==> src/hdl/cge_pkg.sv <==
// cge_pkg: constants, types and the 2^-x lookup table shared by the
// circular Gaussian evaluator modules. No dependencies.
`timescale 1ns / 1ps

package cge_pkg;

  // field widths
  localparam int COORD_W         = 16;
  localparam int COORD_FRAC_BITS = 4;
  localparam int AMP_W           = 16;
  localparam int SIGMA_W         = 16;
  localparam int VAL_W           = 16;

  // configuration port
  localparam int CFG_IDX_W  = 8;
  localparam int CFG_DATA_W = 16;

  localparam logic [CFG_IDX_W-1:0] REG_X_CENTER    = CFG_IDX_W'(0);
  localparam logic [CFG_IDX_W-1:0] REG_Y_CENTER    = CFG_IDX_W'(1);
  localparam logic [CFG_IDX_W-1:0] REG_AMPLITUDE   = CFG_IDX_W'(2);
  localparam logic [CFG_IDX_W-1:0] REG_WIDTH_SIGMA = CFG_IDX_W'(3);

  localparam logic [AMP_W-1:0]   AMP_RESET   = AMP_W'(256);
  localparam logic [SIGMA_W-1:0] SIGMA_RESET = SIGMA_W'(256);

  // distance and exponent argument
  localparam int SQ_W         = 2 * COORD_W;
  localparam int R2_W         = SQ_W + 1;
  localparam int SS_W         = 2 * SIGMA_W;
  localparam int DEN_W        = SS_W + 1;
  localparam int Q_FRAC       = 16;
  localparam int NUM_SHIFT    = Q_FRAC - 2 * COORD_FRAC_BITS;
  localparam int NUM_W        = R2_W + NUM_SHIFT;
  localparam int T_LIMIT_BITS = 4;
  localparam int QUOT_W       = T_LIMIT_BITS + Q_FRAC;
  localparam int CMP_W        = (NUM_W > DEN_W + T_LIMIT_BITS) ? NUM_W + 1
                                                               : DEN_W + T_LIMIT_BITS + 1;

  // base-2 conversion
  localparam int                  LOG2E_W   = 17;
  localparam logic [LOG2E_W-1:0]  LOG2E_Q16 = LOG2E_W'(94548);
  localparam int                  PRODU_W   = QUOT_W + LOG2E_W;
  localparam int                  U_W       = PRODU_W - Q_FRAC;
  localparam int                  K_W       = U_W - Q_FRAC;

  // exp table
  localparam int EXP_TABLE_DEPTH = 256;
  localparam int IDX_W           = $clog2(EXP_TABLE_DEPTH);
  localparam int EXP_FRAC_BITS   = 30;
  localparam int TAB_W           = EXP_FRAC_BITS + 1;
  localparam int SERIES_TERMS    = 24;
  localparam longint unsigned LN2_Q30 = 64'd744261118;
  localparam longint unsigned ONE_Q30 = 64'd1 << EXP_FRAC_BITS;

  // output scaling
  localparam int PROD_W = AMP_W + TAB_W;
  localparam int SH_W   = $clog2(EXP_FRAC_BITS + (1 << K_W));
  localparam int Q1_W   = VAL_W + 1;

  typedef logic [TAB_W-1:0] exp_tab_t [0:EXP_TABLE_DEPTH];

  typedef struct packed {
    logic [DEN_W-1:0]        rem;
    logic [DEN_W-1:0]        den;
    logic [T_LIMIT_BITS-1:0] lowb;
    logic                    far;
  } cge_div_in_t;

  // exp(-j*ln2/depth) in Q30, truncated Taylor series
  function automatic exp_tab_t build_exp_tab();
    exp_tab_t        tab;
    longint unsigned y;
    longint unsigned term;
    longint          sum;
    for (int j = 0; j <= EXP_TABLE_DEPTH; j++) begin
      y    = (64'(j) * LN2_Q30 + 64'(EXP_TABLE_DEPTH / 2)) / 64'(EXP_TABLE_DEPTH);
      sum  = longint'(ONE_Q30);
      term = ONE_Q30;
      for (int n = 1; n <= SERIES_TERMS; n++) begin
        term = ((term * y) >> EXP_FRAC_BITS) / 64'(n);
        if (n[0]) begin
          sum = sum - longint'(term);
        end else begin
          sum = sum + longint'(term);
        end
      end
      tab[j] = TAB_W'(sum);
    end
    return tab;
  endfunction

  localparam exp_tab_t EXP_TAB = build_exp_tab();

endpackage

==> src/hdl/cge_divider.sv <==
// cge_divider: pipelined restoring divider, one quotient bit per stage,
// giving floor((num << 16) / den). Depends on cge_pkg.
`timescale 1ns / 1ps

module cge_divider import cge_pkg::*; (
  input  logic              clk_i,
  input  logic              rst_ni,
  input  logic              en_i,
  input  logic              valid_i,
  input  cge_div_in_t       din_i,
  output logic              valid_o,
  output logic [QUOT_W-1:0] quot_o,
  output logic              far_o
);

  cge_div_in_t       stg_q  [QUOT_W];
  logic [QUOT_W-1:0] quot_q [QUOT_W];
  logic              vld_q  [QUOT_W];

  for (genvar j = 0; j < QUOT_W; j++) begin : g_stage
    cge_div_in_t       src;
    logic [QUOT_W-1:0] quot_src;
    logic              vld_src;
    logic              nbit;
    logic [DEN_W:0]    cand;
    logic              ge;
    cge_div_in_t       stg_d;
    logic [QUOT_W-1:0] quot_d;

    if (j == 0) begin : g_first
      assign src      = din_i;
      assign quot_src = '0;
      assign vld_src  = valid_i;
    end else begin : g_next
      assign src      = stg_q[j-1];
      assign quot_src = quot_q[j-1];
      assign vld_src  = vld_q[j-1];
    end

    // dividend bits below the initial remainder, then zeros
    if (j < T_LIMIT_BITS) begin : g_num
      assign nbit = src.lowb[T_LIMIT_BITS-1-j];
    end else begin : g_zero
      assign nbit = 1'b0;
    end

    assign cand   = {src.rem, nbit};
    assign ge     = (cand >= {1'b0, src.den});
    assign quot_d = {quot_src[QUOT_W-2:0], ge};

    always_comb begin
      stg_d     = src;
      stg_d.rem = ge ? DEN_W'(cand - {1'b0, src.den}) : cand[DEN_W-1:0];
    end

    always_ff @(posedge clk_i or negedge rst_ni) begin
      if (!rst_ni) begin
        vld_q[j] <= 1'b0;
      end else if (en_i) begin
        vld_q[j] <= vld_src;
      end
    end

    always_ff @(posedge clk_i) begin
      if (en_i) begin
        stg_q[j]  <= stg_d;
        quot_q[j] <= quot_d;
      end
    end
  end

  assign valid_o = vld_q[QUOT_W-1];
  assign quot_o  = quot_q[QUOT_W-1];
  assign far_o   = stg_q[QUOT_W-1].far;

endmodule

==> config.mk <==
export PLATFORM = sky130hd
export DESIGN_NAME = cge_divider
export DESIGN_NICKNAME = d
export VERILOG_FILES = /design/src/hdl/cge_pkg.sv /design/src/hdl/cge_divider.sv
export SDC_FILE = /design/constraint.sdc
export NUM_CORES = 2
export LEC_CHECK = 0
export BUFFER_PORTS_ARGS = -buffer_cell sky130_fd_sc_hd__buf_2
export CORE_ASPECT_RATIO = 2
export CORE_UTILIZATION = 35
export DETAILED_ROUTE_END_ITERATION = 10
export PLACE_DENSITY = 0.47
export SLEW_MARGIN = 20
export SYNTH_ARGS = -nofsm -noshare
export SYNTH_HDL_FRONTEND = slang
export SYNTH_SLANG_ARGS = --single-unit
export TNS_END_PERCENT = 5
==> constraint.sdc <==
create_clock -name clk_i -period 4.35 [get_ports clk_i]
set_input_delay 0.87 -clock clk_i [delete_from_list [all_inputs] [get_ports clk_i]]
set_output_delay 0.87 -clock clk_i [all_outputs]
set_load 0.05 [all_outputs]
### After elaboration in Yosys (flattened, before gate mapping)

Memories as Yosys holds them, arrays and structs flattened.
Index checks and enable logic that the tools add are counted.

| operators by class | value |
|---|---|
| $add $sub $neg | 20 |
| multiply operators | 0 |
| divide/modulo/power cells | 0 |
| order comparisons | 20 |
| equal/unequal tests | 0 |
| shifts and indexed selects | 0 |
| multiplexer cells | 22 |
| bitwise operators | 0 |
| reductions and logical operators | 0 |

Operator list:

| operator | number |
|---|---|
| 34-bit by 33-bit greater-or-equal comparator with 1-bit output | 20 |
| 33-bit 2-to-1 mux | 20 |
| 33-bit subtractor | 20 |
| 1-bit 2-to-1 mux | 2 |

| word-level totals | value |
|---|---|
| register bits after elaboration | 20 |
| bits in latches | 0 |
| memory bits (writable) | 1,820 |
| memory bits (read-only) | 0 |
| input bits | 75 |
| output and inout port bits | 22 |
| logic and storage cells | 84 |
| memories | 2 |

Memory list:

| name | words | bits a word | rd ports | clocked after memory_dff | write ports | line | RTL |
|---|---|---|---|---|---|---|---|
| stg_q | 20 | 71 | 20 | 0 | 20 | cge_divider.sv:16 | `cge_div_in_t stg_q [QUOT_W];` |
| quot_q | 20 | 20 | 20 | 0 | 20 | cge_divider.sv:17 | `logic [QUOT_W-1:0] quot_q [QUOT_W];` |

### Logic depth before layout (Yosys ltp)

An unclocked memory read counts as a cell.

| logic depth | value |
|---|---|
| depth in word-level cells | 3 |
| gate-level depth with buffers | 16 |
| depth with buffers taken out | 15 |

### Least setup slack after synthesis

No wires, ideal clock.

| timing path | value |
|---|---|
| path type | input port to flip-flop |
| start point | input port din_i[4] (netlist bit) |
| end point | memory stg_q[0][38] (netlist bit) (data pin) |
| setup time | 267 ps |
| arrival time | 3,375 ps |
| setup slack | 708 ps |
| stages | 14 |
| path buffers | 1 |
| path through | inv_1 ha_1 inv_1 fa_1 a21oi_1 o21ai_0 a21oi_1 nor4b_1 nor3_1 o21ai_0 a21o_1 a21oi_1 clkbuf_1 o21ai_0 |

RTL lines:

| what | line | RTL |
|---|---|---|
| start: declaration | cge_divider.sv:10 | `input cge_div_in_t din_i,` |
| end: declaration | cge_divider.sv:16 |  |

==> results.md <==
- Initial antenna violation count: 6
- Die area: roughly 250000 um^2
- Drt first pass iters: 6
- GRT Util Overall: 19.9%
- Maximum vdd drop: 0.000547 V
- Final min period: 4220 ps
- Fill cells: 23900
- Final Hold Fails: 0
- Leak Pwr: between 40 and 50 nW
- Synth Register Bits: 1510
- Least-Margin Pin Slew: around 1200 ps
- Pin count of the biggest net entering global routing: 93
- EDFF count, synth: 1490
- Hold Slack: 240 ps
- Via density: 5.16
- Worst Min Path Start: din_i[2]
- R2R Setup Slk: ~130 ps
- Required time of the critical path: 4910 ps
- DRC: 0
- Syn nets: approximately 8700
- Hold path depth: 1
- Slack of the critical path: 131 ps
- CTS Buf Count: ~160
- Setup Fix Bufs, Post-CTS: 0
- I/O pin cnt: 97
- Clk slew on worst S/H paths: 60 ps
- Worst hold endpoint: stg_q[0][2]
- FF-to-FF End: stg_q[7][50]
- PwrDens: 776 nW/um^2
- Setup Viol. Count Final: 0
- Total gr overflow: 0
- CP delay by family, top: simple AND/OR/NAND/NOR gates
- CP startpoint kind: flip-flop
- CP Capture Type: flip-flop
- Via count: around 60000
- Sequential-to-total area share from yosys stat: between 50% and 60%
- Largest stage delay, worst path: 630 ps
- FFs w/ async S/R, synth: 1.32%
- Crit path from: stg_q[6][110]
- First-pass GRT wire length: roughly 370 mm
- Final clock skew: 43.1 ps
- Synthesized area: 87100 um^2
- Achievable frequency: 237 MHz
- Clock power share: 18.3%
- WL/cell: 21.6 um
- Max Root-Sink Buffers: 4
- Max-slew violation count: 0
- Vias in the first global route: 67100
- Detail Route Antenna Nets: 0
- Number of max-cap violations: 0
- Cell Chain, Critical Path: ha_1 -> nor2b_1 -> o21ai_0 -> nand2b_1 -> a221oi_1 -> buf_4 -> o2111ai_1 -> nand2_1 -> nor4_1 -> a2111oi_4 -> buf_12 -> buf_12 -> nand2_1 -> o21ai_0
- Most common cell after layout, fill and taps aside: edfxtp_1
- Ratio of cells with drive above 1 in the final layout: 11.6%
- Dpl hpwl: 207 mm
- Number of port buffers: 96
- Crit path kind: reg2reg
- RSZ-0062 raised after global routing: no
- Cell area after layout: 99600 um^2
- Hold crit path type: in2reg
- Synth Flop Type: edfxtp_1
- Placed cell areas: around 94000 um^2
- Die width: around 350 um
- Buf/Inv on CP: 3
- DP Worst Slack: -201 ps
- Clk_lat worst skew: 840 ps
- Clock root cell: clkbuf_16
- Area Growth Syn to Fin: 14.4%
- Relative slew slack: 19.7%
- Height of the die: 707 um
- Flop pwr share: 30.9%
- Post-Syn Instances: a little under 8000
- Sw Share: around 40%
- Worst Reg2Reg Path Length in Cells: 14
- Syn avg cell area: 10.9 um^2
- Total Wirelength: 254 mm
- Fin crit share: 97.0%
- Critical Path Slowest Stage Cell: nor4_1
- CP Max Fanout: 35
- Core region area: roughly 250000 um^2
- Most frequent cells in the layout: 1490 x edfxtp_1, 844 x inv_1, 704 x a21oi_1
- Htree depth: 4
- FP Rows: 258
- Sw power: 30.6 mW
- Effective utilization at floorplan: 35.3%
- Status: finished clean
- Final Util: 40.3%
- CTS sink cnt: 1510
- Internal power: 46.8 mW
- NumNets Final: 9127
- Initial DRC Count: 2417
- Crit path DAT: 4780 ps
- Logic pwr share: between 50% and 60%
- Ys Warns: 0
- Final GP Congestion: 0.945
- CTS tree: yes
- Count of cell types in the netlist: slightly below 80
- Reg-to-reg startpoint: stg_q[6][110]
-- power by group through the flow --
stage	combinational [mW]	clock, mW	sequential (mW)
2_1_floorplan	26.1	0	23.4
3_5_place_dp	39.4	0	24.2
3_3_place_gp	39.0	0	24.2
4_1_cts	39.6	14.7	23.9
5_1_grt	42.9	15.1	24.3
6_report	39.3	14.1	23.9
-- kinds of logic after synthesis --
family	count (synthesis)	synth area share [%]
AO/OA/AOI/OAI	2206	15.7
AND/OR/NAND/NOR	1722	9.38
flip-flops	1510	52.0
buffers and inverters	1065	4.60
adder cells (fa/ha/maj)	678	9.91
XOR/XNOR	539	5.42
multiplexers	236	3.03
-- timing repair --
action	in CTS	in global routing
endpoints found under the setup margin	0	40
gates resized for setup	0	2
endpoints found under the hold margin	20	0
hold buffers	1	0
-- synth_stat cells, drive strengths merged, types with 121 or more instances --
cell,n,area (um^2)
ha,659,8250
nand4,121,757
nor2,407,1530
xor2,227,1990
nand2,578,2170
o21ai,563,2820
a21o,365,2740
xnor2,312,2730
edfxtp,1490,44700
a21oi,706,3530
inv,844,3170
clkbuf,202,758
mux2,221,2490
-- worst reg2reg max path, stage by stage (launching register included) --
cell and delay [ps]:
edfxtp_1 400, ha_1 560, nor2b_1 180, o21ai_0 90
nand2b_1 180, a221oi_1 110, buf_4 170, o2111ai_1 500
nand2_1 420, nor4_1 630, a2111oi_4 130, buf_12 210
buf_12 190, nand2_1 90, o21ai_0 90
-- per-layer routing --
layer | track usage [%] | share of wire (%) | vias to the layer above
met5 | 0 | 0 | -
met4 | 17.3 | 9.7 | 0
met3 | 1.72 | 1.8 | 753
met2 | 47.5 | 66 | 1015
met1 | 10.8 | 23 | 29200
li1 | - | - | 29800
-- sequential cells by signal, indices dropped and copies added (netlist names) --
register	flops
stg_q	1280
quot_q	210
g_stage.vld_src	19
valid_o	1
-- final cells by class --
| type | instances | area, um^2 | share of cell area [%] |
|---|---|---|---|
| antenna | 17 | 42.5 | 0.0427 |
| clock buffer | 197 | 4330 | 4.35 |
| clock inverter | 86 | 905 | 0.908 |
| inverter | 845 | 3170 | 3.18 |
| multi-input combinational | 5381 | 38000 | 38.1 |
| sequential | 1510 | 45200 | 45.4 |
| tap | 3250 | 4070 | 4.08 |
| timing repair buffer | 472 | 3870 | 3.89 |
-- per-stage QoR --
stage,power (mW),TNS [ps],instances
after floorplan,49.5,0,7956
after global placement,63.2,-970,11500
after detailed placement,63.6,-405,11500
after CTS,78.2,0,11700
after global routing,82.2,0,11800
final,77.3,0,11800
-- worst max path at each step --
stage	to	slack [ps]	cells past startpoint
after detailed placement	stg_q[0][66]	-200	18
after global routing	stg_q[1][70]	40	14
after floorplan	stg_q[0][38]	710	14
final	stg_q[7][50]	130	14
after CTS	stg_q[7][119]	80	16
after global placement	stg_q[0][66]	-340	18
(Power assumes the default switching activity.)
